===== src/hdl/pixel_color_effect_assert.svh =====
// Assertion macros for the pixel color effect block.
`ifndef PIXEL_COLOR_EFFECT_ASSERT_SVH
`define PIXEL_COLOR_EFFECT_ASSERT_SVH

// Check that cons holds in the same cycle as ante.
`define PCE_ASSERT_NOW(lbl, clk, rstn, ante, cons) \
	lbl: assert property (@(posedge clk) disable iff (!rstn) (ante) |-> (cons)) \
		else $error("pixel_color_effect: same-cycle check failed");

// Check that cons holds in the cycle after ante.
`define PCE_ASSERT_NEXT(lbl, clk, rstn, ante, cons) \
	lbl: assert property (@(posedge clk) disable iff (!rstn) (ante) |=> (cons)) \
		else $error("pixel_color_effect: next-cycle check failed");

`endif


===== src/hdl/pce_pkg.sv =====
// Shared types, constants and arithmetic helpers for the pixel color effect block.
package pce_pkg;

	typedef enum logic [1:0] {
		MODE_GRAY   = 2'd0,
		MODE_SEPIA  = 2'd1,
		MODE_INVERT = 2'd2,
		MODE_PASS   = 2'd3
	} mode_t;

	localparam int unsigned CFG_IDX_W  = 2;
	localparam int unsigned CFG_DATA_W = 9;
	localparam logic [CFG_IDX_W-1:0] REG_EFFECT_MODE = 2'd0;
	localparam logic [CFG_IDX_W-1:0] REG_BLEND_ALPHA = 2'd1;

	localparam int unsigned ALPHA_W = 9;
	localparam logic [ALPHA_W-1:0] ALPHA_ONE = 9'd256;

	localparam int unsigned COEF_W  = 10;
	localparam int unsigned FRAC_W  = 10;
	localparam int unsigned SUM_W   = 19;
	localparam int unsigned BLEND_W = 17;

	localparam logic [COEF_W-1:0] C_GRAY_B = 10'd341;
	localparam logic [COEF_W-1:0] C_GRAY_G = 10'd341;
	localparam logic [COEF_W-1:0] C_GRAY_R = 10'd342;

	localparam logic [COEF_W-1:0] C_SR_R = 10'd402;
	localparam logic [COEF_W-1:0] C_SR_G = 10'd787;
	localparam logic [COEF_W-1:0] C_SR_B = 10'd194;
	localparam logic [COEF_W-1:0] C_SG_R = 10'd357;
	localparam logic [COEF_W-1:0] C_SG_G = 10'd702;
	localparam logic [COEF_W-1:0] C_SG_B = 10'd172;
	localparam logic [COEF_W-1:0] C_SB_R = 10'd279;
	localparam logic [COEF_W-1:0] C_SB_G = 10'd547;
	localparam logic [COEF_W-1:0] C_SB_B = 10'd134;

	typedef struct packed {
		logic [7:0] blue;
		logic [7:0] green;
		logic [7:0] red;
		logic [7:0] extra;
	} pix_t;

	typedef struct packed {
		pix_t               pix;
		logic [7:0]         sep_blue;
		logic [7:0]         sep_green;
		logic [7:0]         sep_red;
		logic [7:0]         gray;
		mode_t              mode;
		logic [ALPHA_W-1:0] alpha;
	} mid_t;

	function automatic logic [SUM_W-1:0] mac3(
		input logic [COEF_W-1:0] c0, input logic [7:0] x0,
		input logic [COEF_W-1:0] c1, input logic [7:0] x1,
		input logic [COEF_W-1:0] c2, input logic [7:0] x2
	);
		return SUM_W'(c0) * SUM_W'(x0) + SUM_W'(c1) * SUM_W'(x1)
			+ SUM_W'(c2) * SUM_W'(x2);
	endfunction

	function automatic logic [7:0] clamp_byte(input logic [SUM_W-1:0] s);
		logic [SUM_W-FRAC_W-1:0] sh;
		sh = s[SUM_W-1:FRAC_W];
		return (sh > (SUM_W-FRAC_W)'(8'hFF)) ? 8'hFF : sh[7:0];
	endfunction

endpackage


===== src/hdl/pce_in_if.sv =====
// Input pixel channel: valid/ready handshake with the source pixel bytes.
interface pce_in_if;
	logic       valid;
	logic       ready;
	logic [7:0] in_blue;
	logic [7:0] in_green;
	logic [7:0] in_red;
	logic [7:0] in_extra;

	modport source (output valid, in_blue, in_green, in_red, in_extra, input ready);
	modport sink (input valid, in_blue, in_green, in_red, in_extra, output ready);
endinterface


===== src/hdl/pce_out_if.sv =====
// Output pixel channel: valid/ready handshake with the recolored pixel bytes.
interface pce_out_if;
	logic       valid;
	logic       ready;
	logic [7:0] out_blue;
	logic [7:0] out_green;
	logic [7:0] out_red;
	logic [7:0] out_extra;

	modport source (output valid, out_blue, out_green, out_red, out_extra, input ready);
	modport sink (input valid, out_blue, out_green, out_red, out_extra, output ready);
endinterface


===== src/hdl/pce_matrix.sv =====
// Color matrix stages: weighted sums, then shift and clamp to sepia and gray bytes.
module pce_matrix import pce_pkg::*; (
	input  logic               clk,
	input  logic               arst_n,
	input  logic               in_valid,
	output logic               in_ready,
	input  pix_t               in_pix,
	input  mode_t              in_mode,
	input  logic [ALPHA_W-1:0] in_alpha,
	output logic               out_valid,
	input  logic               out_ready,
	output mid_t               out_mid
);

	logic               v_s1;
	pix_t               pix_s1;
	mode_t              mode_s1;
	logic [ALPHA_W-1:0] alpha_s1;
	logic [SUM_W-1:0]   sum_r_s1;
	logic [SUM_W-1:0]   sum_g_s1;
	logic [SUM_W-1:0]   sum_b_s1;
	logic [SUM_W-1:0]   sum_gray_s1;

	logic v_s2;
	mid_t mid_s2;

	logic ready_s1;
	logic ready_s2;

	assign ready_s2 = !v_s2 || out_ready;
	assign ready_s1 = !v_s1 || ready_s2;
	assign in_ready = ready_s1;

	always_ff @(posedge clk or negedge arst_n) begin
		if (!arst_n) begin
			v_s1 <= 1'b0;
			v_s2 <= 1'b0;
		end else begin
			if (ready_s1) v_s1 <= in_valid;
			if (ready_s2) v_s2 <= v_s1;
		end
	end

	always_ff @(posedge clk) begin
		if (ready_s1 && in_valid) begin
			pix_s1      <= in_pix;
			mode_s1     <= in_mode;
			alpha_s1    <= in_alpha;
			sum_r_s1    <= mac3(C_SR_R, in_pix.red, C_SR_G, in_pix.green,
				C_SR_B, in_pix.blue);
			sum_g_s1    <= mac3(C_SG_R, in_pix.red, C_SG_G, in_pix.green,
				C_SG_B, in_pix.blue);
			sum_b_s1    <= mac3(C_SB_R, in_pix.red, C_SB_G, in_pix.green,
				C_SB_B, in_pix.blue);
			sum_gray_s1 <= mac3(C_GRAY_R, in_pix.red, C_GRAY_G, in_pix.green,
				C_GRAY_B, in_pix.blue);
		end
		if (ready_s2 && v_s1) begin
			mid_s2.pix       <= pix_s1;
			mid_s2.sep_red   <= clamp_byte(sum_r_s1);
			mid_s2.sep_green <= clamp_byte(sum_g_s1);
			mid_s2.sep_blue  <= clamp_byte(sum_b_s1);
			mid_s2.gray      <= clamp_byte(sum_gray_s1);
			mid_s2.mode      <= mode_s1;
			mid_s2.alpha     <= alpha_s1;
		end
	end

	assign out_valid = v_s2;
	assign out_mid   = mid_s2;

endmodule


===== src/hdl/pce_blend.sv =====
// Blend and select stages: alpha mix of sepia with source, then per-mode output register.
module pce_blend import pce_pkg::*; (
	input  logic clk,
	input  logic arst_n,
	input  logic in_valid,
	output logic in_ready,
	input  mid_t in_mid,
	output logic out_valid,
	input  logic out_ready,
	output pix_t out_pix
);

	logic               v_s3;
	pix_t               pix_s3;
	logic [7:0]         gray_s3;
	mode_t              mode_s3;
	logic [BLEND_W-1:0] mix_r_s3;
	logic [BLEND_W-1:0] mix_g_s3;
	logic [BLEND_W-1:0] mix_b_s3;

	logic v_s4;
	pix_t pix_s4;

	logic               ready_s3;
	logic               ready_s4;
	logic [BLEND_W-1:0] w_orig;
	logic [BLEND_W-1:0] w_sep;
	pix_t               sel_pix;

	assign ready_s4 = !v_s4 || out_ready;
	assign ready_s3 = !v_s3 || ready_s4;
	assign in_ready = ready_s3;

	assign w_orig = BLEND_W'(ALPHA_ONE) - BLEND_W'(in_mid.alpha);
	assign w_sep  = BLEND_W'(in_mid.alpha);

	always_ff @(posedge clk or negedge arst_n) begin
		if (!arst_n) begin
			v_s3 <= 1'b0;
			v_s4 <= 1'b0;
		end else begin
			if (ready_s3) v_s3 <= in_valid;
			if (ready_s4) v_s4 <= v_s3;
		end
	end

	always_comb begin
		case (mode_s3)
			MODE_GRAY: begin
				sel_pix = '{blue: gray_s3, green: gray_s3, red: gray_s3, extra: 8'h00};
			end
			MODE_SEPIA: begin
				sel_pix = '{blue: mix_b_s3[15:8], green: mix_g_s3[15:8],
					red: mix_r_s3[15:8], extra: 8'h00};
			end
			MODE_INVERT: begin
				sel_pix = ~pix_s3;
			end
			default: begin
				sel_pix = pix_s3;
			end
		endcase
	end

	always_ff @(posedge clk) begin
		if (ready_s3 && in_valid) begin
			pix_s3   <= in_mid.pix;
			gray_s3  <= in_mid.gray;
			mode_s3  <= in_mid.mode;
			mix_r_s3 <= w_orig * BLEND_W'(in_mid.pix.red) + w_sep * BLEND_W'(in_mid.sep_red);
			mix_g_s3 <= w_orig * BLEND_W'(in_mid.pix.green)
				+ w_sep * BLEND_W'(in_mid.sep_green);
			mix_b_s3 <= w_orig * BLEND_W'(in_mid.pix.blue)
				+ w_sep * BLEND_W'(in_mid.sep_blue);
		end
		if (ready_s4 && v_s3) begin
			pix_s4 <= sel_pix;
		end
	end

	assign out_valid = v_s4;
	assign out_pix   = pix_s4;

endmodule


===== src/hdl/pixel_color_effect.sv =====
// Top level of the pixel color effect block: config registers, pipeline and channels.
// An accepted input beat moves through stage registers s1 to s4 before its output beat.
// Throughput: one pixel per cycle unless stalled; four stages with per-stage valid bits.
// A stalled output holds its beat; earlier stages keep filling until each holds a pixel.
// Reset clears all valid bits, sets the mode to grayscale and the blend weight to 256.
// Config writes take effect for pixels accepted after the write.
module pixel_color_effect import pce_pkg::*; (
	input  logic                  clk,
	input  logic                  arst_n,
	input  logic                  cfg_we,
	input  logic [CFG_IDX_W-1:0]  cfg_idx,
	input  logic [CFG_DATA_W-1:0] cfg_wdata,
	pce_in_if.sink                pix_in,
	pce_out_if.source             pix_out
);

	`include "pixel_color_effect_assert.svh"

	mode_t              effect_mode_q;
	logic [ALPHA_W-1:0] blend_alpha_q;
	logic [ALPHA_W-1:0] alpha_sat;
	logic [2:0]         inflight_q;

	pix_t in_pix;
	pix_t out_pix;
	mid_t mid;
	logic mid_valid;
	logic mid_ready;
	logic in_fire;
	logic out_fire;

	always_ff @(posedge clk or negedge arst_n) begin
		if (!arst_n) begin
			effect_mode_q <= MODE_GRAY;
			blend_alpha_q <= ALPHA_ONE;
		end else if (cfg_we) begin
			if (cfg_idx == REG_EFFECT_MODE) effect_mode_q <= mode_t'(cfg_wdata[1:0]);
			if (cfg_idx == REG_BLEND_ALPHA) blend_alpha_q <= cfg_wdata[ALPHA_W-1:0];
		end
	end

	assign alpha_sat = (blend_alpha_q > ALPHA_ONE) ? ALPHA_ONE : blend_alpha_q;

	assign in_pix = '{blue: pix_in.in_blue, green: pix_in.in_green,
		red: pix_in.in_red, extra: pix_in.in_extra};

	pce_matrix u_matrix (
		.clk       (clk),
		.arst_n    (arst_n),
		.in_valid  (pix_in.valid),
		.in_ready  (pix_in.ready),
		.in_pix    (in_pix),
		.in_mode   (effect_mode_q),
		.in_alpha  (alpha_sat),
		.out_valid (mid_valid),
		.out_ready (mid_ready),
		.out_mid   (mid)
	);

	pce_blend u_blend (
		.clk       (clk),
		.arst_n    (arst_n),
		.in_valid  (mid_valid),
		.in_ready  (mid_ready),
		.in_mid    (mid),
		.out_valid (pix_out.valid),
		.out_ready (pix_out.ready),
		.out_pix   (out_pix)
	);

	assign pix_out.out_blue  = out_pix.blue;
	assign pix_out.out_green = out_pix.green;
	assign pix_out.out_red   = out_pix.red;
	assign pix_out.out_extra = out_pix.extra;

	assign in_fire  = pix_in.valid && pix_in.ready;
	assign out_fire = pix_out.valid && pix_out.ready;

	always_ff @(posedge clk or negedge arst_n) begin
		if (!arst_n) begin
			inflight_q <= 3'd0;
		end else begin
			inflight_q <= inflight_q + 3'(in_fire) - 3'(out_fire);
		end
	end

	`PCE_ASSERT_NOW(a_inflight_bound, clk, arst_n, 1'b1, inflight_q <= 3'd4)
	`PCE_ASSERT_NOW(a_empty_no_output, clk, arst_n, inflight_q == 3'd0, !pix_out.valid)
	`PCE_ASSERT_NOW(a_empty_ready, clk, arst_n, inflight_q == 3'd0, pix_in.ready)

endmodule

===== src/flat_wrapper.sv =====
// flat-port wrapper written by rule: the top's interface ports become plain ports
module pixel_color_effect_flat import pce_pkg::*;
  (clk, arst_n, cfg_we, cfg_idx, cfg_wdata, pix_in_valid, pix_in_in_blue, pix_in_in_green, pix_in_in_red, pix_in_in_extra, pix_in_ready, pix_out_valid, pix_out_out_blue, pix_out_out_green, pix_out_out_red, pix_out_out_extra, pix_out_ready);
  pce_in_if pix_in_i ();
  pce_out_if pix_out_i ();
  input  logic clk;
  input  logic arst_n;
  input  logic cfg_we;
  input  logic [CFG_IDX_W-1:0] cfg_idx;
  input  logic [CFG_DATA_W-1:0] cfg_wdata;
  input wire logic [$bits(pix_in_i.valid)-1:0] pix_in_valid;
  input wire logic [$bits(pix_in_i.in_blue)-1:0] pix_in_in_blue;
  input wire logic [$bits(pix_in_i.in_green)-1:0] pix_in_in_green;
  input wire logic [$bits(pix_in_i.in_red)-1:0] pix_in_in_red;
  input wire logic [$bits(pix_in_i.in_extra)-1:0] pix_in_in_extra;
  output wire logic [$bits(pix_in_i.ready)-1:0] pix_in_ready;
  output wire logic [$bits(pix_out_i.valid)-1:0] pix_out_valid;
  output wire logic [$bits(pix_out_i.out_blue)-1:0] pix_out_out_blue;
  output wire logic [$bits(pix_out_i.out_green)-1:0] pix_out_out_green;
  output wire logic [$bits(pix_out_i.out_red)-1:0] pix_out_out_red;
  output wire logic [$bits(pix_out_i.out_extra)-1:0] pix_out_out_extra;
  input wire logic [$bits(pix_out_i.ready)-1:0] pix_out_ready;
  assign pix_in_i.valid = pix_in_valid;
  assign pix_in_i.in_blue = pix_in_in_blue;
  assign pix_in_i.in_green = pix_in_in_green;
  assign pix_in_i.in_red = pix_in_in_red;
  assign pix_in_i.in_extra = pix_in_in_extra;
  assign pix_in_ready = pix_in_i.ready;
  assign pix_out_valid = pix_out_i.valid;
  assign pix_out_out_blue = pix_out_i.out_blue;
  assign pix_out_out_green = pix_out_i.out_green;
  assign pix_out_out_red = pix_out_i.out_red;
  assign pix_out_out_extra = pix_out_i.out_extra;
  assign pix_out_i.ready = pix_out_ready;
  pixel_color_effect u_core (.clk(clk), .arst_n(arst_n), .cfg_we(cfg_we), .cfg_idx(cfg_idx), .cfg_wdata(cfg_wdata), .pix_in(pix_in_i), .pix_out(pix_out_i));
endmodule

===== config.mk =====
export PLATFORM = sky130hd
export DESIGN_NAME = pixel_color_effect_flat
export DESIGN_NICKNAME = d
export VERILOG_FILES = /design/src/hdl/pce_pkg.sv /design/src/hdl/pce_in_if.sv /design/src/hdl/pce_out_if.sv /design/src/hdl/pce_matrix.sv /design/src/hdl/pce_blend.sv /design/src/hdl/pixel_color_effect.sv /design/src/flat_wrapper.sv
export VERILOG_INCLUDE_DIRS = /design/src /design/src/hdl
export SDC_FILE = /design/constraint.sdc
export NUM_CORES = 2
export LEC_CHECK = 0
export BUFFER_PORTS_ARGS = -buffer_cell sky130_fd_sc_hd__buf_4
export CORE_MARGIN = 5
export CORE_UTILIZATION = 42
export CTS_BUF_LIST = sky130_fd_sc_hd__clkbuf_2 sky130_fd_sc_hd__clkbuf_4 sky130_fd_sc_hd__clkbuf_8
export DETAILED_ROUTE_END_ITERATION = 10
export HOLD_SLACK_MARGIN = 0.02
export PLACE_DENSITY = 0.64
export SYNTH_ARGS = -nofsm -noshare
export SYNTH_HDL_FRONTEND = slang
export SYNTH_SLANG_ARGS = --single-unit
export TNS_END_PERCENT = 5

===== constraint.sdc =====
create_clock -name clk -period 7.79 [get_ports clk]
set_input_delay 1.1685 -clock clk [delete_from_list [all_inputs] [get_ports clk]]
set_output_delay 1.1685 -clock clk [all_outputs]
set_load 0.005 [all_outputs]

==> metrics.txt <==
Setup crit end kind flop; layout cells sized above 1 9.734%; clk root buf clkbuf_8; number of hold buffers added after CTS 0; Main synth FF type edfxtp_1; Vias 24491; Routed WL per cell 18.16 um; Die Ht 310.6 um; CTS tree yes; hpwl dp 74890 um; post-synthesis cell type count 60; Final Slew Violations 0; Vias per Instance 4.889; # setup viols final 0; Fin Setup TNS 0 ns; worst hold path type flop to flop; commonest non-fill, non-tap cell in the layout inv_1; I/O Pins 82; Multi-input gate area 0.02633 sq mm; Post-DRT Antenna Nets 0; Hold Worst Slack 0.4139 ns; Max Cap Viol 0; final cell utilization of the core 46.51%; vias in the first global route 26748; H-tree depth 2; Post-synth EDFFs 252; crit share post-route 96.09%; crit start category input pin; largest net degree at the start of global routing 68; crit path max fanout 3; register area share after synthesis 20.93%; Worst-Skew Late Latency 0.64 ns; Crit Path Class input pin to flop; clock buffer depth 3; Core ar. 0.08987 sq mm; Nets 5014; Syn. warnings 0; drt drc 0; slowest CP cell fa_1; TritonCTS Buffers 46; area growth from synthesis to layout 10.15%; Initial Util 42.22%; final hold vios 0; fill cell count 8398; Rel. slew slack 33.13%; port bufs 81; Detailed Route WL 90960 um; crit-path max cell delay 0.55 ns; Setup Skew 0.03268 ns; chip width 310.6 um; initial antenna violation count 2; Total Die Area 0.09646 sq mm; total track usage 19.31%; Avg Cell Area, Syn 10.48 sq um; DRT iter0 DRCs 1472; GRT Residual Overflow 0; status complete, no violations; # rows 110; Max Clk Rate 0.1336 GHz; Synth Cell Area 0.03795 sq mm; most frequent cells in the layout inv_1, fa_1, ha_1; first-pass GRT wire length 146600 um; register area 0.007944 sq mm; placer congestion estimate 0.9083; Tightest Pin Transition 1.001 ns; worst path required time 8.15 ns; Async S/R FF share, synth 5.618%; Syn Nets 4841; Pre-antenna DRT Iters 7; Synth Instances 3622; crit path time final 7.485 ns; clock slew at reported path FFs 0.06 ns; register bit total from synthesis 267; Crit path arrival time 7.84 ns; CTS Sinks 267
area by class of cell:
| type | count | share of cell area [%] |
|---|---|---|
| timing repair buffer | 219 | 3.963 |
| inverter | 916 | 8.226 |
| tap | 1176 | 3.520 |
| clock buffer | 72 | 2.057 |
| multi-input combinational | 2345 | 62.99 |
| sequential | 267 | 19.01 |
| clock inverter | 13 | 0.2305 |
| antenna | 1 | 0.005987 |
worst max-delay path, delay by kind of cell:
family | cells | cell delay, ns
adder cells (fa/ha/maj) | 11 | 4.55
AO/OA/AOI/OAI | 7 | 1.07
buffers and inverters | 9 | 0.52
multiplexers | 1 | 0.21
AND/OR/NAND/NOR | 2 | 0.17
XOR/XNOR | 1 | 0.13
repair_timing:
action / CTS / global route
endpoints found under the setup margin: 0 / 5
resized for setup: 0 / 8
setup buffers: 0 / 3
layer usage:
metal	wire length, um	track usage, %	vias to the layer above
met5	0	0	-
met4	2951	5.782	0
li1	-	-	11576
met2	43250	32.58	566
met3	5271	3.390	115
met1	39490	25.64	12234
stage by stage:
step	cells	area, sq um	setup slack, ns
after global placement	4920	40770	-0.4195
after CTS	5005	41730	0.2164
after detailed placement	4920	40770	-0.4688
after floorplan	3622	37960	-0.01496
after global routing	5009	41800	-0.01354
final	5009	41800	0.3049
Yosys cell counts (3+ instances only):
cell	instances	area [sq um]
a21o_1	19	142.6
o21a_1	22	165.2
and2_1	195	1220
nor2b_1	38	237.7
a41o_1	4	40.04
or2_2	37	231.5
and3_1	4	25.02
a21boi_0	5	37.54
edfxtp_1	252	7567
xnor2_1	117	1025
mux2_2	11	123.9
o31ai_1	3	22.52
clkbuf_1	82	307.8
a21oi_1	92	460.4
a211oi_1	36	270.3
inv_1	916	3438
buf_1	12	45.04
nand4_1	12	75.07
fa_1	605	12110
nor2_1	54	202.7
o31a_1	3	26.28
o2111ai_1	3	26.28
o21bai_1	3	22.52
nor3_1	26	130.1
or4_1	4	30.03
nand2_1	304	1141
o22ai_1	4	25.02
nor3b_1	3	22.52
o211ai_1	3	22.52
nand2b_1	17	106.4
ha_1	566	7082
o21ai_0	38	190.2
nor4_1	5	31.28
nand3_1	7	35.03
dfrtp_1	14	350.3
xor2_1	68	595.6
a31oi_1	5	31.28
or3_1	5	31.28
sequential cells by signal, indices dropped and copies added (netlist names), 8 cells and up:
register / cells
u_core.u_blend.pix_s3: 32
u_core.u_matrix.out_mid: 75
u_core.u_blend.mix_r_s3: 8
u_core.u_matrix.sum_b_s1: 9
u_core.u_blend.out_pix: 32
u_core.u_blend.gray_s3: 8
u_core.u_matrix.sum_r_s1: 9
u_core.blend_alpha_q: 9
u_core.u_matrix.sum_g_s1: 9
u_core.u_blend.mix_g_s3: 8
u_core.u_matrix.sum_gray_s1: 9
u_core.u_matrix.alpha_s1: 9
u_core.u_blend.mix_b_s3: 8
u_core.u_matrix.pix_s1: 32
worst paths after layout:
kind	from	end	slack, ns	depth (start not counted)
setup / recovery	pix_in_in_green[2]	u_core.u_matrix.sum_g_s1[18]	0.30	31
hold / removal	u_core.u_matrix.pix_s1[2]	u_core.u_matrix.out_mid[45]	0.41	0
setup reg to reg	u_core.u_matrix.out_mid[3]	u_core.u_blend.mix_r_s3[14]	0.41	24
hold reg to reg	u_core.u_matrix.pix_s1[2]	u_core.u_matrix.out_mid[45]	0.41	0
max in group asynchronous	arst_n	u_core.blend_alpha_q[8]	7.06	1
min in group asynchronous	arst_n	u_core.blend_alpha_q[0]	0.43	1
cell families (layout without fill, tap and decap cells):
logic type                 count (synthesis)  count (layout)  share of synthesized area, %
AOI/OAI and AO/OA                        260             260                         4.464
xor gates and xnor gates                 185             185                         4.270
adders and majority gates               1171            1171                         50.58
buffers and inverters                   1010            1220                         9.990
DFF                                      267             267                         20.93
muxes                                     12              12                        0.3528
other                                      0               1                             0
and+or+nand+nor                          717             717                         9.410
Power is left out: the tool's default activity adds up to more than one toggle a clock period on the data nets, which glitch-free logic cannot reach.
